===== src/design/rmq_pkg.sv =====
// rmq_pkg: widths, branch codes and the classified request type shared by the
// rotation matrix to quaternion converter; depends on nothing

package rmq_pkg;

  localparam int DATA_W = 16;
  localparam int FRAC_W = 14;
  localparam int LANES = 3;

  // exact intermediate widths
  localparam int SUM_W = DATA_W + 3;
  localparam int DIFF_W = DATA_W + 2;
  localparam int MAG_W = DATA_W + 1;
  localparam int ARG_W = DATA_W + 1;

  // square root of arg * 2^FRAC_W, two radicand bits per step
  localparam int RAD_W = ARG_W + FRAC_W;
  localparam int SQ_STEPS = (RAD_W + 1) / 2;
  localparam int ROOT_W = SQ_STEPS;
  localparam int REM_W = ROOT_W + 3;

  // divide (|d| * 2^FRAC_W + r) by 2r; 2r is at least 2^(FRAC_W/2+1)
  localparam int NUM_W = MAG_W + FRAC_W;
  localparam int DEN_W = ROOT_W + 1;
  localparam int PRE_W = FRAC_W / 2 + 1;
  localparam int Q_W = NUM_W - PRE_W;
  localparam int DREM_W = DEN_W + 1;

  localparam int Q_DEPTH = 4;
  localparam int Q_AW = 2;

  localparam logic [DATA_W-1:0] POS_MAX = {1'b0, {(DATA_W-1){1'b1}}};
  localparam logic [DATA_W-1:0] NEG_MIN = {1'b1, {(DATA_W-1){1'b0}}};

  typedef enum logic [1:0] {
    BR_W,
    BR_X,
    BR_Y,
    BR_Z
  } branch_t;

  typedef struct packed {
    branch_t                      branch;
    logic                         bad;
    logic [ARG_W-1:0]             arg;
    logic [LANES-1:0][MAG_W-1:0]  mag;
    logic [LANES-1:0]             neg;
  } rmq_item_t;

endpackage


===== src/design/rmq_front.sv =====
// rmq_front: accepts a matrix request, picks the branch, forms the square root
// argument and the three off-diagonal sums or differences; depends on rmq_pkg

module rmq_front (
  input  logic                                clk,
  input  logic                                rst,
  input  logic                                mat_valid,
  output logic                                mat_stall,
  input  logic signed [rmq_pkg::DATA_W-1:0]   m00,
  input  logic signed [rmq_pkg::DATA_W-1:0]   m01,
  input  logic signed [rmq_pkg::DATA_W-1:0]   m02,
  input  logic signed [rmq_pkg::DATA_W-1:0]   m10,
  input  logic signed [rmq_pkg::DATA_W-1:0]   m11,
  input  logic signed [rmq_pkg::DATA_W-1:0]   m12,
  input  logic signed [rmq_pkg::DATA_W-1:0]   m20,
  input  logic signed [rmq_pkg::DATA_W-1:0]   m21,
  input  logic signed [rmq_pkg::DATA_W-1:0]   m22,
  output logic                                f_valid,
  output rmq_pkg::rmq_item_t                  f_item,
  input  logic                                q_full
);
  import rmq_pkg::*;

  localparam logic signed [SUM_W-1:0] ONE = SUM_W'(1) << FRAC_W;

  logic                      accept;
  logic signed [SUM_W-1:0]   e00, e11, e22, tr;
  logic signed [SUM_W-1:0]   arg_w, arg_x, arg_y, arg_z, arg_sel;
  logic signed [DIFF_W-1:0]  d21m12, d02m20, d10m01, s01p10, s20p02, s12p21;
  logic signed [DIFF_W-1:0]  lane_d [LANES];
  branch_t                   branch;
  rmq_item_t                 item_next;

  assign mat_stall = f_valid & q_full;
  assign accept = mat_valid & ~mat_stall;

  always_comb begin
    e00 = SUM_W'(m00);
    e11 = SUM_W'(m11);
    e22 = SUM_W'(m22);
    tr = e00 + e11 + e22;
    arg_w = tr + ONE;
    arg_x = e00 - (e11 + e22) + ONE;
    arg_y = e11 - (e22 + e00) + ONE;
    arg_z = e22 - (e00 + e11) + ONE;
    d21m12 = DIFF_W'(m21) - DIFF_W'(m12);
    d02m20 = DIFF_W'(m02) - DIFF_W'(m20);
    d10m01 = DIFF_W'(m10) - DIFF_W'(m01);
    s01p10 = DIFF_W'(m01) + DIFF_W'(m10);
    s20p02 = DIFF_W'(m20) + DIFF_W'(m02);
    s12p21 = DIFF_W'(m12) + DIFF_W'(m21);
  end

  // a nonnegative trace picks w, else the largest diagonal wins, ties go to the lower index
  always_comb begin
    if (tr >= 0) begin
      branch = BR_W;
    end else if (m00 >= m11 && m00 >= m22) begin
      branch = BR_X;
    end else if (m11 >= m22) begin
      branch = BR_Y;
    end else begin
      branch = BR_Z;
    end
  end

  always_comb begin
    case (branch)
      BR_W: begin
        arg_sel = arg_w;
        lane_d[0] = d21m12;
        lane_d[1] = d02m20;
        lane_d[2] = d10m01;
      end
      BR_X: begin
        arg_sel = arg_x;
        lane_d[0] = s01p10;
        lane_d[1] = s20p02;
        lane_d[2] = d21m12;
      end
      BR_Y: begin
        arg_sel = arg_y;
        lane_d[0] = s12p21;
        lane_d[1] = s01p10;
        lane_d[2] = d02m20;
      end
      BR_Z: begin
        arg_sel = arg_z;
        lane_d[0] = s20p02;
        lane_d[1] = s12p21;
        lane_d[2] = d10m01;
      end
      default: begin
        arg_sel = arg_w;
        lane_d[0] = d21m12;
        lane_d[1] = d02m20;
        lane_d[2] = d10m01;
      end
    endcase
  end

  always_comb begin
    item_next.branch = branch;
    item_next.bad = (arg_sel <= 0);
    item_next.arg = arg_sel[ARG_W-1:0];
    for (int l = 0; l < LANES; l++) begin
      item_next.neg[l] = lane_d[l][DIFF_W-1];
      item_next.mag[l] = lane_d[l][DIFF_W-1] ? MAG_W'(-lane_d[l]) : MAG_W'(lane_d[l]);
    end
  end

  always_ff @(posedge clk) begin
    if (rst) begin
      f_valid <= 1'b0;
    end else begin
      f_valid <= accept | (f_valid & q_full);
    end
  end

  always_ff @(posedge clk) begin
    if (accept) begin
      f_item <= item_next;
    end
  end

endmodule


===== config.mk =====
export PLATFORM = sky130hd
export DESIGN_NAME = rmq_front
export DESIGN_NICKNAME = d
export VERILOG_FILES = /design/src/design/rmq_pkg.sv /design/src/design/rmq_front.sv
export SDC_FILE = /design/constraint.sdc
export NUM_CORES = 1
export LEC_CHECK = 0
export BUFFER_PORTS_ARGS = -buffer_cell sky130_fd_sc_hd__buf_4
export CAP_MARGIN = 20
export CORE_MARGIN = 2
export CORE_UTILIZATION = 40
export CTS_CLUSTER_DIAMETER = 40
export CTS_CLUSTER_SIZE = 8
export DETAILED_ROUTE_END_ITERATION = 10
export HOLD_SLACK_MARGIN = 0.15
export PLACE_DENSITY_LB_ADDON = 0.1
export RECOVER_POWER = 50
export SYNTH_ARGS = -nofsm -noshare
export SYNTH_HDL_FRONTEND = slang
export SYNTH_SLANG_ARGS = --single-unit

===== constraint.sdc =====
create_clock -name clk -period 12.3 [get_ports clk]
set_input_delay 1.23 -clock clk [delete_from_list [all_inputs] [get_ports clk]]
set_output_delay 1.23 -clock clk [all_outputs]
set_load 0.02 [all_outputs]

# == Yosys cells after proc, flatten, opt, wreduce, memory -nomap -nowiden ==
# Index checks and enable logic that the tools add are counted.
# word_totals
out_inout_bits,76
regBits,75
# op_classes
n_eq_ne,3
reduce_logical,2
bitwise,4
n_mux,8
add_sub_neg,20
magnitude_cmp,5
# ops
cell,count
one-hot mux 54 bit (4 select lines),1
adder 16 x 16 -> 17 bit,6
adder 18 x 16 -> 19 bit (second input constant),4
one-hot mux 19 bit (4 select lines),1
subtractor 16 x 17 -> 18 bit,3
two-way mux 17 bit,3
negation 17 bit,3
subtractor 16 x 16 -> 17 bit,3
greater-or-equal comparator 16 bit,3
<= comparator 19 x 1 -> 1 bit (second input constant),1
adder 17 x 16 -> 18 bit,1
greater-or-equal comparator 18 x 1 -> 1 bit (second input constant),1
== test 2 bit (second input constant),2
two-way mux 2 bit,2
bitwise AND 1 bit,2
== test 2 x 1 -> 1 bit (second input constant),1
logical NOT 2 bit,1
logical AND 1 bit,1
two-way mux 1 bit,1
NOT 1 bit,1
OR 1 bit,1

# == Longest topological paths before layout ==
# logic_depth
depth_word,8
depth_mapped,31
ltp_nobuf,28

# == Worst setup path after synthesis ==
# Ideal clock, no wire load.
# synth_timing
path_kind,input to register
start,input port m11[1] in the netlist's numbering
end,"register f_item[32] in the netlist's numbering, data pin"
required_ps,12037
n_path_buf,4
arrival_ps,6325
path_stages,28
path_slack_ps,5712
path_cell_list,inv_1 ha_1 nand2b_1 a21oi_1 o21ai_0 a21oi_1 o21ai_0 a21oi_1 o31a_1 o41a_1 a221o_1 mux2i_1 nand2_1 ha_1 inv_1 nor3_1 o211ai_1 nand2_1 clkbuf_1 clkbuf_1 clkbuf_1 clkbuf_1 a311oi_1 a21oi_1 ha_1 nand3_1 o31ai_1 xnor2_1
# synth_rtl
item,line_no,source
"start, declared",rmq_front.sv:13,"input logic signed [rmq_pkg::DATA_W-1:0] m11,"
"end signal, assigned",rmq_front.sv:122,f_item <= item_next;
"end, declared",rmq_front.sv:19,"output rmq_pkg::rmq_item_t f_item,"

==> results.sh <==
export IMPL_outcome="finished with violations"
export IMPL_failed_checks="max-capacitance violations, max-slew violations"
export IMPL_finalNetCount=2747
export IMPL_vias=16240
export IMPL_max_freq_ghz=0.1340
export IMPL_htreeDepth=3
export IMPL_synth_edff_count=74
export IMPL_gp_congestion=0.9224
export IMPL_cp_max_fo=66
export IMPL_p_int_mw=1.293
export IMPL_grt_pass1_vias=15320
export IMPL_rows=75
export IMPL_io_pin_count=224
export IMPL_timing_hold_violations_final=0
export IMPL_p_sw_frac=0.5246
export IMPL_grt_pass1_wl_um=92220
export IMPL_grt_max_degree=75
export IMPL_power_switching_mw=1.427
export IMPL_endpoint_kind="flip-flop"
export IMPL_hold_class="flip-flop to flip-flop"
export IMPL_synthArstFlopShare=0
export IMPL_period_needed_ns=7.461
export IMPL_cts_sinks=75
export IMPL_power_leakage_nw=8.556
export IMPL_seq_area_frac_synth=0.1321
export IMPL_cts_buffer_depth=2
export IMPL_ys_flop_type="edfxtp_1"
export IMPL_wl_per_cell_um=21.99
export IMPL_p_total_mw=2.720
export IMPL_die_y_um=210.0
export IMPL_hold_buffers=0
export IMPL_clock_root_buffer="clkbuf_16"
export IMPL_grtUsageTotal=0.2725
export IMPL_fin_crit_sh=0.6066
export IMPL_slowest_stage="a21boi_0"
export IMPL_cts_tree="built"
export IMPL_layout_commonest_cell="ha_1"
export IMPL_cts_clk_slew_worst_paths_ns=0.06
export IMPL_postRouteAntennaNets=0
export IMPL_slew_headroom=-1.838
export IMPL_layout_common_cells="ha_1 (310), inv_1 (225), buf_4 (160), a21oi_1 (154), nor2_1 (140)"
export IMPL_wirelength_um=61350
export IMPL_yosysUniqueCellTypes=100
export IMPL_pwr_share_clk=0.098
export IMPL_ir_worst_vdd_mv=0.07836
export IMPL_syn_to_final_growth_pct=12.51
export IMPL_initial_core_util=0.4048
export IMPL_clock_latency_ns=0.35
export IMPL_routed_via_density=5.821
export IMPL_layout_drive_gt1_share=0.1088
export IMPL_cts_resized_gates=0
export IMPL_final_util=0.4554
export IMPL_dr_pass1_iters=6
export IMPL_synth_nets=2574
export IMPL_synthesis_area_sq_um=16980
export IMPL_n_antenna_cell=0
export IMPL_postLayoutCellArea_sq_um=19100
export IMPL_ys_seq_elements=75
export IMPL_skew_ns=0.01064
export IMPL_crit_required_ns=12.39
export IMPL_rsz0062_at_grt="false"
export IMPL_drc=0
export IMPL_power_frac_seq=0.175
export IMPL_die_w_um=210.0
export IMPL_maxCapViolations=1
export IMPL_seq_area_sq_um=2242
export IMPL_tns_ns=0
export IMPL_ys_warn_count=0
export IMPL_post_cts_buffers=0
export IMPL_synthCells=2073
export IMPL_slew_viol_final=75
export IMPL_p_comb_frac=0.727
export IMPL_setup_violations_final=0
export IMPL_crit_top_cell="o21bai_1"
export IMPL_syn_area_per_cell_sq_um=8.190
export IMPL_cpPeakStageDelay_ns=0.42
export IMPL_cts_buffers_inserted=9
export IMPL_hpwl_um=50870
export IMPL_io_buffers=223
export IMPL_critPathKind="primary input to flip-flop"
export IMPL_power_density_nw_per_um2=142.4
export IMPL_multi_input_area_sq_um=13530
export IMPL_worst_slew_pin_slew_ns=4.257
export IMPL_core_sq_um=41950
export IMPL_overflow=0
export IMPL_dieArea_sq_um=44110
export IMPL_antenna_found_initial=1
export IMPL_drtIter0Drc=1434
export IMPL_fillers=4282
export IMPL_arrival_ns=7.55
export IMPL_start_kind="primary input"
export IMPL_placed_area_sq_um=19080
-- synth_stat cells, types with 14 or more instances --
| master | n | area, sq um |
|---|---|---|
| a211oi_1 | 39 | 292.8 |
| a21o_1 | 29 | 217.7 |
| a21oi_1 | 154 | 770.7 |
| a221oi_1 | 17 | 148.9 |
| a31oi_1 | 17 | 106.4 |
| buf_2 | 25 | 125.1 |
| clkbuf_1 | 36 | 135.1 |
| edfxtp_1 | 74 | 2222 |
| fa_1 | 43 | 860.8 |
| ha_1 | 310 | 3879 |
| inv_1 | 225 | 844.6 |
| mux2i_1 | 25 | 250.2 |
| nand2_1 | 105 | 394.1 |
| nand2b_1 | 22 | 137.6 |
| nand3_1 | 43 | 215.2 |
| nand4_1 | 23 | 143.9 |
| nor2_1 | 141 | 529.3 |
| nor2b_1 | 27 | 168.9 |
| nor3_1 | 57 | 285.3 |
| nor4_1 | 21 | 131.4 |
| o211ai_1 | 23 | 172.7 |
| o21a_1 | 30 | 225.2 |
| o21ai_0 | 94 | 470.5 |
| o21bai_1 | 17 | 127.6 |
| o31ai_1 | 25 | 187.7 |
| or4_1 | 14 | 105.1 |
| xnor2_1 | 128 | 1121 |
| xor2_1 | 41 | 359.1 |
-- power by group through the flow --
stage	registers [mW]	logic [mW]	clock network (mW)
3_5_place_dp	0.478	2.00	0
3_3_place_gp	0.483	1.99	0
6_report	0.477	1.98	0.267
2_1_floorplan	0.564	1.25	0
5_1_grt	0.485	2.14	0.283
4_1_cts	0.477	2.01	0.272
-- routing by layer --
layer  part of all wire  global-route usage  wire length, um
met1               0.50              0.4159            30560
met2               0.40              0.3970            24810
met4              0.013             0.03546              805
met5            0.00036                   0               22
met3              0.084             0.06079             5158
-- worst max-delay path: cells and delay by family --
kind,cells,cell delay (ns)
AO/OA/AOI/OAI,18,4.09
buffers and inverters,4,0.91
adder cells (fa/ha/maj),3,0.72
AND/OR/NAND/NOR,3,0.33
XOR/XNOR,1,0.22
-- cells by family (layout without fill, tap and decap cells) --
| logic type | count (synthesis) | count (layout) | share of synthesized area |
|---|---|---|---|
| buf+inv | 305 | 483 | 0.07281 |
| fa+ha+maj | 353 | 353 | 0.2791 |
| mux | 28 | 28 | 0.01710 |
| xor+xnor | 170 | 170 | 0.08858 |
| simple gates | 548 | 548 | 0.1687 |
| compound gates | 594 | 594 | 0.2416 |
| flops | 75 | 75 | 0.1321 |
-- metrics by stage --
stage               hold WS (ns)  setup WS (ns)  instances
floorplan                 0.8058          5.712       2073
global placement          0.6833          4.712       2772
detailed placement        0.6928          4.633       2772
CTS                       0.7015          4.941       2788
global route              0.7924          4.333       2790
finish                    0.7288          4.839       2790
-- path summary, 6_finish.rpt --
check | startpoint | end | slack, ns | depth (start not counted)
setup / recovery | m00[0] | f_item[52] | 4.84 | 29
hold / removal | f_valid | f_valid | 0.73 | 3
setup reg to reg | f_valid | f_item[33] | 8.11 | 3
hold reg to reg | f_valid | f_valid | 0.73 | 3
-- state kept, by name (all words and copies together), names as in the netlist --
signal and flops:
f_item 74, f_valid 1
-- area by class of cell --
cell class	count	area share
Clock buffer	10	0.01199
Clock inverter	6	0.003406
Inverter	228	0.04480
Multi-Input combinational cell	1693	0.7081
Sequential cell	75	0.1174
Tap cell	539	0.03530
Timing Repair Buffer	239	0.07905
(Power assumes the default switching activity.)
