`src/design/rmq_pkg.sv`:
```
// rmq_pkg: widths, branch codes and the classified request type shared by the
// rotation matrix to quaternion converter; depends on nothing

package rmq_pkg;

  localparam int DATA_W = 16;
  localparam int FRAC_W = 14;
  localparam int LANES = 3;

  // exact intermediate widths
  localparam int SUM_W = DATA_W + 3;
  localparam int DIFF_W = DATA_W + 2;
  localparam int MAG_W = DATA_W + 1;
  localparam int ARG_W = DATA_W + 1;

  // square root of arg * 2^FRAC_W, two radicand bits per step
  localparam int RAD_W = ARG_W + FRAC_W;
  localparam int SQ_STEPS = (RAD_W + 1) / 2;
  localparam int ROOT_W = SQ_STEPS;
  localparam int REM_W = ROOT_W + 3;

  // divide (|d| * 2^FRAC_W + r) by 2r; 2r is at least 2^(FRAC_W/2+1)
  localparam int NUM_W = MAG_W + FRAC_W;
  localparam int DEN_W = ROOT_W + 1;
  localparam int PRE_W = FRAC_W / 2 + 1;
  localparam int Q_W = NUM_W - PRE_W;
  localparam int DREM_W = DEN_W + 1;

  localparam int Q_DEPTH = 4;
  localparam int Q_AW = 2;

  localparam logic [DATA_W-1:0] POS_MAX = {1'b0, {(DATA_W-1){1'b1}}};
  localparam logic [DATA_W-1:0] NEG_MIN = {1'b1, {(DATA_W-1){1'b0}}};

  typedef enum logic [1:0] {
    BR_W,
    BR_X,
    BR_Y,
    BR_Z
  } branch_t;

  typedef struct packed {
    branch_t                      branch;
    logic                         bad;
    logic [ARG_W-1:0]             arg;
    logic [LANES-1:0][MAG_W-1:0]  mag;
    logic [LANES-1:0]             neg;
  } rmq_item_t;

endpackage

```
`src/design/rmq_queue.sv`:
```
// rmq_queue: short queue of classified requests between front and back;
// depends on rmq_pkg

module rmq_queue (
  input  logic                clk,
  input  logic                rst,
  input  logic                push_valid,
  input  rmq_pkg::rmq_item_t  push_item,
  output logic                full,
  output logic                q_valid,
  output rmq_pkg::rmq_item_t  q_item,
  input  logic                pop
);
  import rmq_pkg::*;

  rmq_item_t         entry [Q_DEPTH];
  logic [Q_AW-1:0]   wr_ptr, rd_ptr;
  logic [Q_AW:0]     count;
  logic              do_push, do_pop;

  assign full = (count == (Q_AW+1)'(Q_DEPTH));
  assign q_valid = (count != '0);
  assign q_item = entry[rd_ptr];
  assign do_push = push_valid & ~full;
  assign do_pop = pop & q_valid;

  always_ff @(posedge clk) begin
    if (rst) begin
      wr_ptr <= '0;
      rd_ptr <= '0;
      count <= '0;
    end else begin
      if (do_push) begin
        wr_ptr <= wr_ptr + 1'b1;
      end
      if (do_pop) begin
        rd_ptr <= rd_ptr + 1'b1;
      end
      case ({do_push, do_pop})
        2'b10: count <= count + 1'b1;
        2'b01: count <= count - 1'b1;
        default: count <= count;
      endcase
    end
  end

  always_ff @(posedge clk) begin
    if (do_push) begin
      entry[wr_ptr] <= push_item;
    end
  end

endmodule

```
`config.mk`:
```
export PLATFORM = sky130hd
export DESIGN_NAME = rmq_queue
export DESIGN_NICKNAME = d
export VERILOG_FILES = /design/src/design/rmq_pkg.sv /design/src/design/rmq_queue.sv
export SDC_FILE = /design/constraint.sdc
export NUM_CORES = 1
export LEC_CHECK = 0
export ABC_AREA = 1
export BUFFER_PORTS_ARGS = -buffer_cell sky130_fd_sc_hd__buf_2
export CAP_MARGIN = 0
export CORE_MARGIN = 2
export CORE_UTILIZATION = 51
export CTS_CLUSTER_SIZE = 14
export DETAILED_ROUTE_END_ITERATION = 6
export HOLD_SLACK_MARGIN = 0.06
export PLACE_DENSITY = 0.78
export SLEW_MARGIN = 15
export SYNTH_ARGS = -nofsm -noshare
export SYNTH_HDL_FRONTEND = slang
export SYNTH_SLANG_ARGS = --single-unit
export TNS_END_PERCENT = 20
```
`constraint.sdc`:
```
create_clock -name clk -period 3.9 [get_ports clk]
set_input_delay 0.39 -clock clk [delete_from_list [all_inputs] [get_ports clk]]
set_output_delay 0.39 -clock clk [all_outputs]
set_load 0.01 [all_outputs]
```
## Word level (Yosys, flattened, before mapping)

Memories as Yosys holds them, arrays and structs flattened. A register that Yosys moved wholly into a read port is not among the register bits.
Index checks and enable logic that the tools add are counted.

| word-level totals | value |
|---|---|
| memories kept | 1 |
| bits of input ports | 78 |
| memory bits (writable) | 296 |
| output and inout port bits | 76 |
| flip-flop bits (word level) | 7 |

Memory list:

| name | words | width | rd ports | clocked after memory_dff | wr ports | line | text |
|---|---|---|---|---|---|---|---|
| entry | 4 | 74 | 1 | 1 | 1 | rmq_queue.sv:16 | `rmq_item_t entry [Q_DEPTH];` |

| operators by class | value |
|---|---|
| mux-type cells | 5 |
| bitwise operators | 3 |
| add/subtract/negate cells | 4 |
| reduce and logical (&&, ||, !) cells | 2 |
| eq/ne operators | 3 |

Operators by type and width:

| kind | count |
|---|---|
| 3-bit case mux with 2 select lines | 1 |
| 2-bit by 1-bit adder with 2-bit output, second input constant | 2 |
| 2-bit two-way mux | 2 |
| 3-bit by 1-bit adder with 3-bit output, second input constant | 1 |
| 3-bit == test, second input constant | 1 |
| 3-bit nonzero test | 1 |
| 3-bit by 1-bit subtractor with 3-bit output, second input constant | 1 |
| 1-bit AND | 2 |
| 2-bit by 1-bit == test with 1-bit output, second input constant | 1 |
| 2-bit == test, second input constant | 1 |
| 1-bit two-way mux | 2 |
| 2-bit nonzero test | 1 |
| 1-bit inverter | 1 |

## Longest topological paths before layout

Gate-level depths: netlist of run 1.

| depth | value |
|---|---|
| depth in word-level cells | 5 |
| gate-level depth with buffers | 13 |
| gate-level depth less buffers | 13 |

## Least setup slack after synthesis of run 1

No wires, ideal clock.

| timing path | value |
|---|---|
| kind | register -> register |
| from | reg count[1] |
| to | mem entry[0][0] (netlist name), enable pin |
| library setup time | 0.507 ns |
| setup slack | -0.333 ns |
| path buffers | 0 |
| required time | 3.393 ns |
| cell stages (with the launch flop) | 5 |
| arrival time | 3.726 ns |
| period minus slack after synthesis | 4.233 ns |
| cells stage by stage | dfxtp_1 nor2_1 nand2_1 nand2_1 nor2_1 |

| between the ends | value |
|---|---|
| cells in the longest elaborated chain, start to end | 5 |

RTL lines:

| element | line | text |
|---|---|---|
| from (decl) | rmq_queue.sv:18 | `logic [Q_AW:0] count;` |
| from (signal assigned) | rmq_queue.sv:40 | `2'b10: count <= count + 1'b1;` |
| from (signal assigned) | rmq_queue.sv:41 | `2'b01: count <= count - 1'b1;` |
| from (signal assigned) | rmq_queue.sv:42 | `default: count <= count;` |
| 3-bit == test | rmq_queue.sv:21 | `assign full = (count == (Q_AW+1)'(Q_DEPTH));` |
| 1-bit inverter | rmq_queue.sv:24 | `assign do_push = push_valid & ~full;` |
| 1-bit AND | rmq_queue.sv:24 |  |
| 1-bit two-way mux | rmq_queue.sv:48 | `if (do_push) begin` |
| 1-bit two-way mux (not written as such) | rmq_queue.sv:49 | `entry[wr_ptr] <= push_item;` |
| to (decl) | rmq_queue.sv:16 |  |

Every way passes these cells.

==> results of run 1 <==
## worst max-delay path by stage
stage | startpoint | endpoint | depth (start not counted)
3_5_place_dp | flip-flop | q_item[66] | 4
6_report | flip-flop | q_item[66] | 4
3_3_place_gp | flip-flop | q_item[42] | 4
4_1_cts | flip-flop | q_item[58] | 4
2_1_floorplan | count[1] | entry[0][0] | 4
5_1_grt | flip-flop | q_item[66] | 4
## critical path, delay by kind of cell (launching register included)
family | cells | cell delay (ps)
AO/OA/AOI/OAI | 2 | 490
flip-flops | 1 | 720
buffers and inverters | 2 | 950
## power by group through the flow
stage,Clock (mW),Combinational (mW),Sequential (mW)
after floorplan,0,1.25,4.04
after global placement,0,1.83,4.07
after detailed placement,0,1.88,4.09
after CTS,2.78,1.95,4.02
after global routing,2.92,2.13,4.04
final,2.74,1.93,4.02
## layer usage
metal	vias to the layer above	GRT usage (%)	routed length, um
li1	3376	-	-
met1	3559	26.0	9820
met2	285	34.3	12100
met3	50	3.95	1740
met4	0	5.99	643
met5	-	0	0
## registers in the layout (all words and copies together) (netlist names), named ones only
| signal | count |
|---|---|
| entry | 296 |
| count | 3 |
| rd_ptr | 2 |
| wr_ptr | 2 |
## logic make-up (layout without fill, tap and decap cells)
kind of cell               count (synthesis)  in the layout  synth area share (%)
other                                      0              1                     0
buffers and inverters                     67            310                  3.31
AOI/OAI and AO/OA                        229            229                  10.8
and+or+nand+nor                          178            178                  5.89
adders and majority gates                  6              6                 0.722
DFF                                      305            305                  79.2
## cells in the final DEF (no fill, tap or decap)
master,count
o22ai_1,74
clkbuf_16,31
bufinv_16,1
dfxtp_4,1
inv_2,1
o21ai_1,54
nor2_1,154
inv_1,17
inv_4,1
dfxtp_2,1
clkbuf_8,3
ha_1,5
nor2_4,4
clkinv_2,4
fa_1,1
clkinv_8,1
dlygate4sd3_1,67
buf_12,2
a21oi_1,5
nand2_1,15
o21ai_0,96
diode_2,1
buf_4,12
clkinv_1,5
clkinv_4,1
nand3_1,5
edfxtp_1,296
buf_2,153
clkbuf_1,11
dfxtp_1,7
## final cells by class
class	instances	area, um2
Fill cell	1620	7850
Clock inverter	12	93.8
Clock buffer	45	858
Timing Repair Buffer	234	1570
Inverter	19	73.8
Antenna cell	1	2.50
Multi-Input combinational cell	413	2030
Sequential cell	305	9070
Tap cell	280	350
## stage by stage
step | hold slack, ps | utilization [%] | power [mW]
final | 72.8 | 64.2 | 8.69
after detailed placement | 500 | 56.7 | 5.97
after global placement | 494 | 56.7 | 5.91
after CTS | 60.0 | 64.1 | 8.74
after floorplan | 459 | - | 5.29
after global routing | 63.3 | 64.1 | 9.09
==> results.cfg, run 1 <==
[placement]
port_buffers = 153
placedCellCount = 1184
post_dp_cell_area_um2 = 12400
gp_congestion = 0.760
post-place-ws_ps = 1250
dp_hpwl_mm = 13.1

[setup_path]
critPathCaptureType = primary output
cp_slowest_cell = buf_4
cp_max_fo = 90
path_cells = buf_4 -> o21ai_0 -> o22ai_1 -> buf_2
timing.rr.end = entry[1][26]
ff2ff_path_depth = 5
critPathMaxStageDelay_ps = 770
cp.required_ps = 3510
start_kind = flip-flop
timing.rr.start = count[1]
r2r_setup_slack_ps = 1640
crit_arrival_ps = 2780
crit_type = flip-flop to primary output

[yosys]
synth_top_area_cell = edfxtp_1
synth_most_common_cell = edfxtp_1
synthArstFlopShare_pct = 0
synthTopCellsByArea = edfxtp_1, nor2_1, o21ai_0
syn_area_um2 = 11400
yosysUniqueCellTypes = 18
synth_top_area_share_pct = 77.7
postSynthCellCount = 785
ys_seq_elements = 305
synth_warnings = 0
synth-main-ff-cell = edfxtp_1
synth_nets = 869
synth_edf_count = 296
seq_area_frac_synth_pct = 79.2
synth_common_cells = edfxtp_1, nor2_1, o21ai_0
avgSynthCellArea_um2 = 14.6

[min_path]
min-delay-start = push_item[62]
hold_path_class = input port to flip-flop
holdPathStages = 1
holdPathEnd = entry[1][62]

[global_route]
antenna_found_initial = 0
grt_pass1_vias = 7190
grt_pass1_wl_mm = 37.6
grt.overflow.total = 0
grt_util_all_layers_pct = 20.0
grt_max_degree = 91

[sta]
relSlewSlack_pct = 39.7
setup_violations = 0
drv_slew = 0
rsz0062_at_grt = no
clock_skew_ps = 12.7
tns_ps = 0
min_period_ps = 3170
max_freq_mhz = 315
finalCritPeriodShare_pct = 81.4
postLayoutSetupSlackWorst_ps = 725
final_hold_viol_count = 0
worst_pin_slew_ps = 905

[layout]
final_area_um2 = 14000
syn_to_final_growth_pct = 22.7
layout-drive-gt1-share_pct = 21.0
stdcell_count = 1309
final_nets = 1088

[floorplan]
num_rows = 54
die_h_um = 154
die_w_um = 154
start_util_pct = 52.3
die_area_um2 = 23700
ioPinCount = 154
core-area_um2 = 21900

[drt]
drc_errors = 0
final_antenna_net_count = 0
via_per_inst = 5.55
drt-initial-drc-count = 600
vias = 7270
dr.pass1.iters = 4
routed_wl_mm = 24.3
post_drt_wl_per_cell_um = 18.5

[clock_tree]
cts.clk_slew.worst_paths_ps = 60
cts_tree = yes
ctsHoldBuffers = 65
clock_sinks = 305
cts-root-buf = clkbuf_16
clk_latency_ps = 540
h-tree-depth = 1
clock_path_buffers = 3
cts_buffers = 31
cts_setup_buffers = 0
cts_resized = 0

[outcome]
status = completed

[pwr]
p_comb_share_pct = 22.3
power_switching_mw = 2.53
seqPwrFrac_pct = 46.2
p_clk_share_pct = 31.5
powerDensity_nw_per_um2 = 618
ir_worst_vdd_v = 0.000465
swShare_pct = 29.2
internal_power_mw = 6.15
leakage_nw = 4.99

[run]
maxCapViolations = 0
Note: power is estimated with default switching activity, not from simulation.
==> run 2: changes to the inputs <==
--- a/config.mk
+++ b/config.mk
@@ -5,7 +5,7 @@
 export SDC_FILE = /design/constraint.sdc
 export NUM_CORES = 1
 export LEC_CHECK = 0
-export ABC_AREA = 1
+export ABC_AREA = 0
 export BUFFER_PORTS_ARGS = -buffer_cell sky130_fd_sc_hd__buf_2
 export CAP_MARGIN = 0
 export CORE_MARGIN = 2
==> constraint.sdc (replaced) <==
create_clock -name clk -period 2.69 [get_ports clk]
set_input_delay 0.269 -clock clk [delete_from_list [all_inputs] [get_ports clk]]
set_output_delay 0.269 -clock clk [all_outputs]
set_load 0.01 [all_outputs]
==> results.cfg, run 2 <==
[sta]
clock_skew_ps = 8.84
hold-worst-slack_ps = 165
max_freq_mhz = 406
finalCritPeriodShare_pct = 91.5
relSlewSlack_pct = 66.8
worst_pin_slew_ps = 497
final_hold_viol_count = 0
min_period_ps = 2460
setup_violations = 0
drv_slew = 0
rsz0062_at_grt = no

[setup_path]
crit_type = flip-flop to primary output
timing.rr.end = count[2]
critPathCaptureType = primary output
timing.rr.start = count[2]
cp_max_fo = 20
start_kind = flip-flop
crit_arrival_ps = 2190
r2r_setup_slack_ps = 480
ff2ff_path_depth = 9
cp.required_ps = 2420

[clock_tree]
cts_buffers = 30
clk_latency_ps = 540
cts-root-buf = clkbuf_16
clock_sinks = 305
clock_path_buffers = 3
h-tree-depth = 1
cts.clk_slew.worst_paths_ps = 60
cts_resized = 0
cts_tree = yes

[yosys]
synth_warnings = 0
synth_common_cells = edfxtp_1, mux4_2, dfxtp_1
synth_top_area_cell = edfxtp_1
syn_area_um2 = 11200
ys_seq_elements = 305
postSynthCellCount = 438
seq_area_frac_synth_pct = 81.3
synth_top_area_share_pct = 79.7
synth_nets = 522
avgSynthCellArea_um2 = 25.5
synth_most_common_cell = edfxtp_1
synth_edf_count = 296
yosysUniqueCellTypes = 23
synthTopCellsByArea = edfxtp_1, mux4_2, dfxtp_1
synthArstFlopShare_pct = 0
synth-main-ff-cell = edfxtp_1

[min_path]
holdPathStages = 4
hold_path_class = input port to flip-flop
holdPathEnd = wr_ptr[0]
min-delay-start = push_valid

[pwr]
ir_worst_vdd_v = 0.000552
powerDensity_nw_per_um2 = 919
leakage_nw = 4.83
power_mw = 13.0

[layout]
largest_reg_flops = 296
register_area_um2 = 9080
regMostFlops = entry
fillers = 1419
most-common-layout-cells = edfxtp_1, buf_2, dlygate4sd3_1
n_antenna_cell = 0
multi_input_area_um2 = 1940
layout-drive-gt1-share_pct = 40.9
final_nets = 779
largestRegisters = entry (296), count (3)
final_common_cell = edfxtp_1
syn_to_final_growth_pct = 26.7

[floorplan]
start_util_pct = 51.6
ioPinCount = 154
die_w_um = 152
die_h_um = 152
core-area_um2 = 21600
num_rows = 54
die_area_um2 = 23100

[global_route]
grt.overflow.total = 0
grt_max_degree = 59
grt_util_all_layers_pct = 18.0
grt_pass1_wl_mm = 32.6
antenna_found_initial = 0
grt_pass1_vias = 5810

[run]
maxCapViolations = 0

[drt]
routed_wl_mm = 20.7
post_drt_wl_per_cell_um = 20.8
via_per_inst = 5.42
drt-initial-drc-count = 259
final_antenna_net_count = 0
dr.pass1.iters = 4
drc_errors = 0
vias = 5384

[placement]
port_buffers = 153
dp_hpwl_mm = 12.2
gp_congestion = 0.732

[outcome]
status = completed
==> run 2: changes by cell type after synthesis, sizes merged, moves of 4 or more <==
| cell | change |
|---|---|
| buf | -10 |
| inv | -12 |
| nand3 | -5 |
| nand2 | -15 |
| mux4 | +74 |
| and2 | +4 |
| o21ai | -148 |
| o22ai | -74 |
| clkbuf | -21 |
| nor2 | -151 |
==> run 2: metal layers <==
layer | track usage (%) | routed length [um] | vias to the layer above
li1 | - | - | 2385
met1 | 24.8 | 8800 | 2794
met2 | 29.8 | 10300 | 172
met3 | 3.62 | 1200 | 33
met4 | 5.07 | 440 | 0
met5 | 0 | 0 | -
==> run 2: critical path: stages (launching register included) <==
cell and delay, ps:
dfxtp_4 620, buf_4 330, mux4_2 550, buf_2 160
==> run 2: cell families after synthesis <==
logic type                 Yosys count  share of synthesized area [%]
muxes                               75                           15.0
xor gates and xnor gates             4                          0.314
AOI/OAI and AO/OA                    7                          0.381
and+or+nand+nor                     17                          0.852
DFF                                305                           81.3
buffers and inverters               24                           1.39
adders and majority gates            6                          0.740
==> run 2: what timing repair did <==
action                                 CTS  global route
buffers inserted                         0             0
endpoints found under the hold margin  304             0
hold buffers                            75             0
==> run 2: report_power, final <==
part           switching, mW  total, mW  internal (mW)
combinational           1.36       2.82           1.46
sequential             0.217       5.89           5.68
clock                   1.63       4.28           2.65
total                   3.21       13.0           9.79
==> run 2: worst max path at each step <==
stage	from	end	slack, ps
after floorplan	count[2]	entry[3][0]	-270
after global placement	count[2]	count[2]	600
after detailed placement	count[2]	count[2]	530
after CTS	flip-flop	q_item[51]	170
after global routing	flip-flop	q_item[54]	70
final	flip-flop	q_item[52]	230
==> run 2: stage by stage <==
stage | area, um2 | instances | setup TNS [ps] | util (%) | setup slack, ps
floorplan | 11200 | 438 | -59560 | - | -268
detailed placement | 12400 | 868 | 0 | 57.2 | 527
finish | 14100 | 994 | 0 | 65.4 | 227
global route | 14100 | 994 | 0 | 65.4 | 71.5
global placement | 12400 | 868 | 0 | 57.2 | 596
CTS | 14100 | 994 | 0 | 65.4 | 165
==> run 2: cell type report <==
type	instances	share of cell area, %
multi-input cells	109	13.7
flip-flops and latches	305	64.2
well taps	280	2.48
clock buffers	35	5.59
repair buffers	242	12.2
clock inverters	16	1.64
inverters	7	0.186
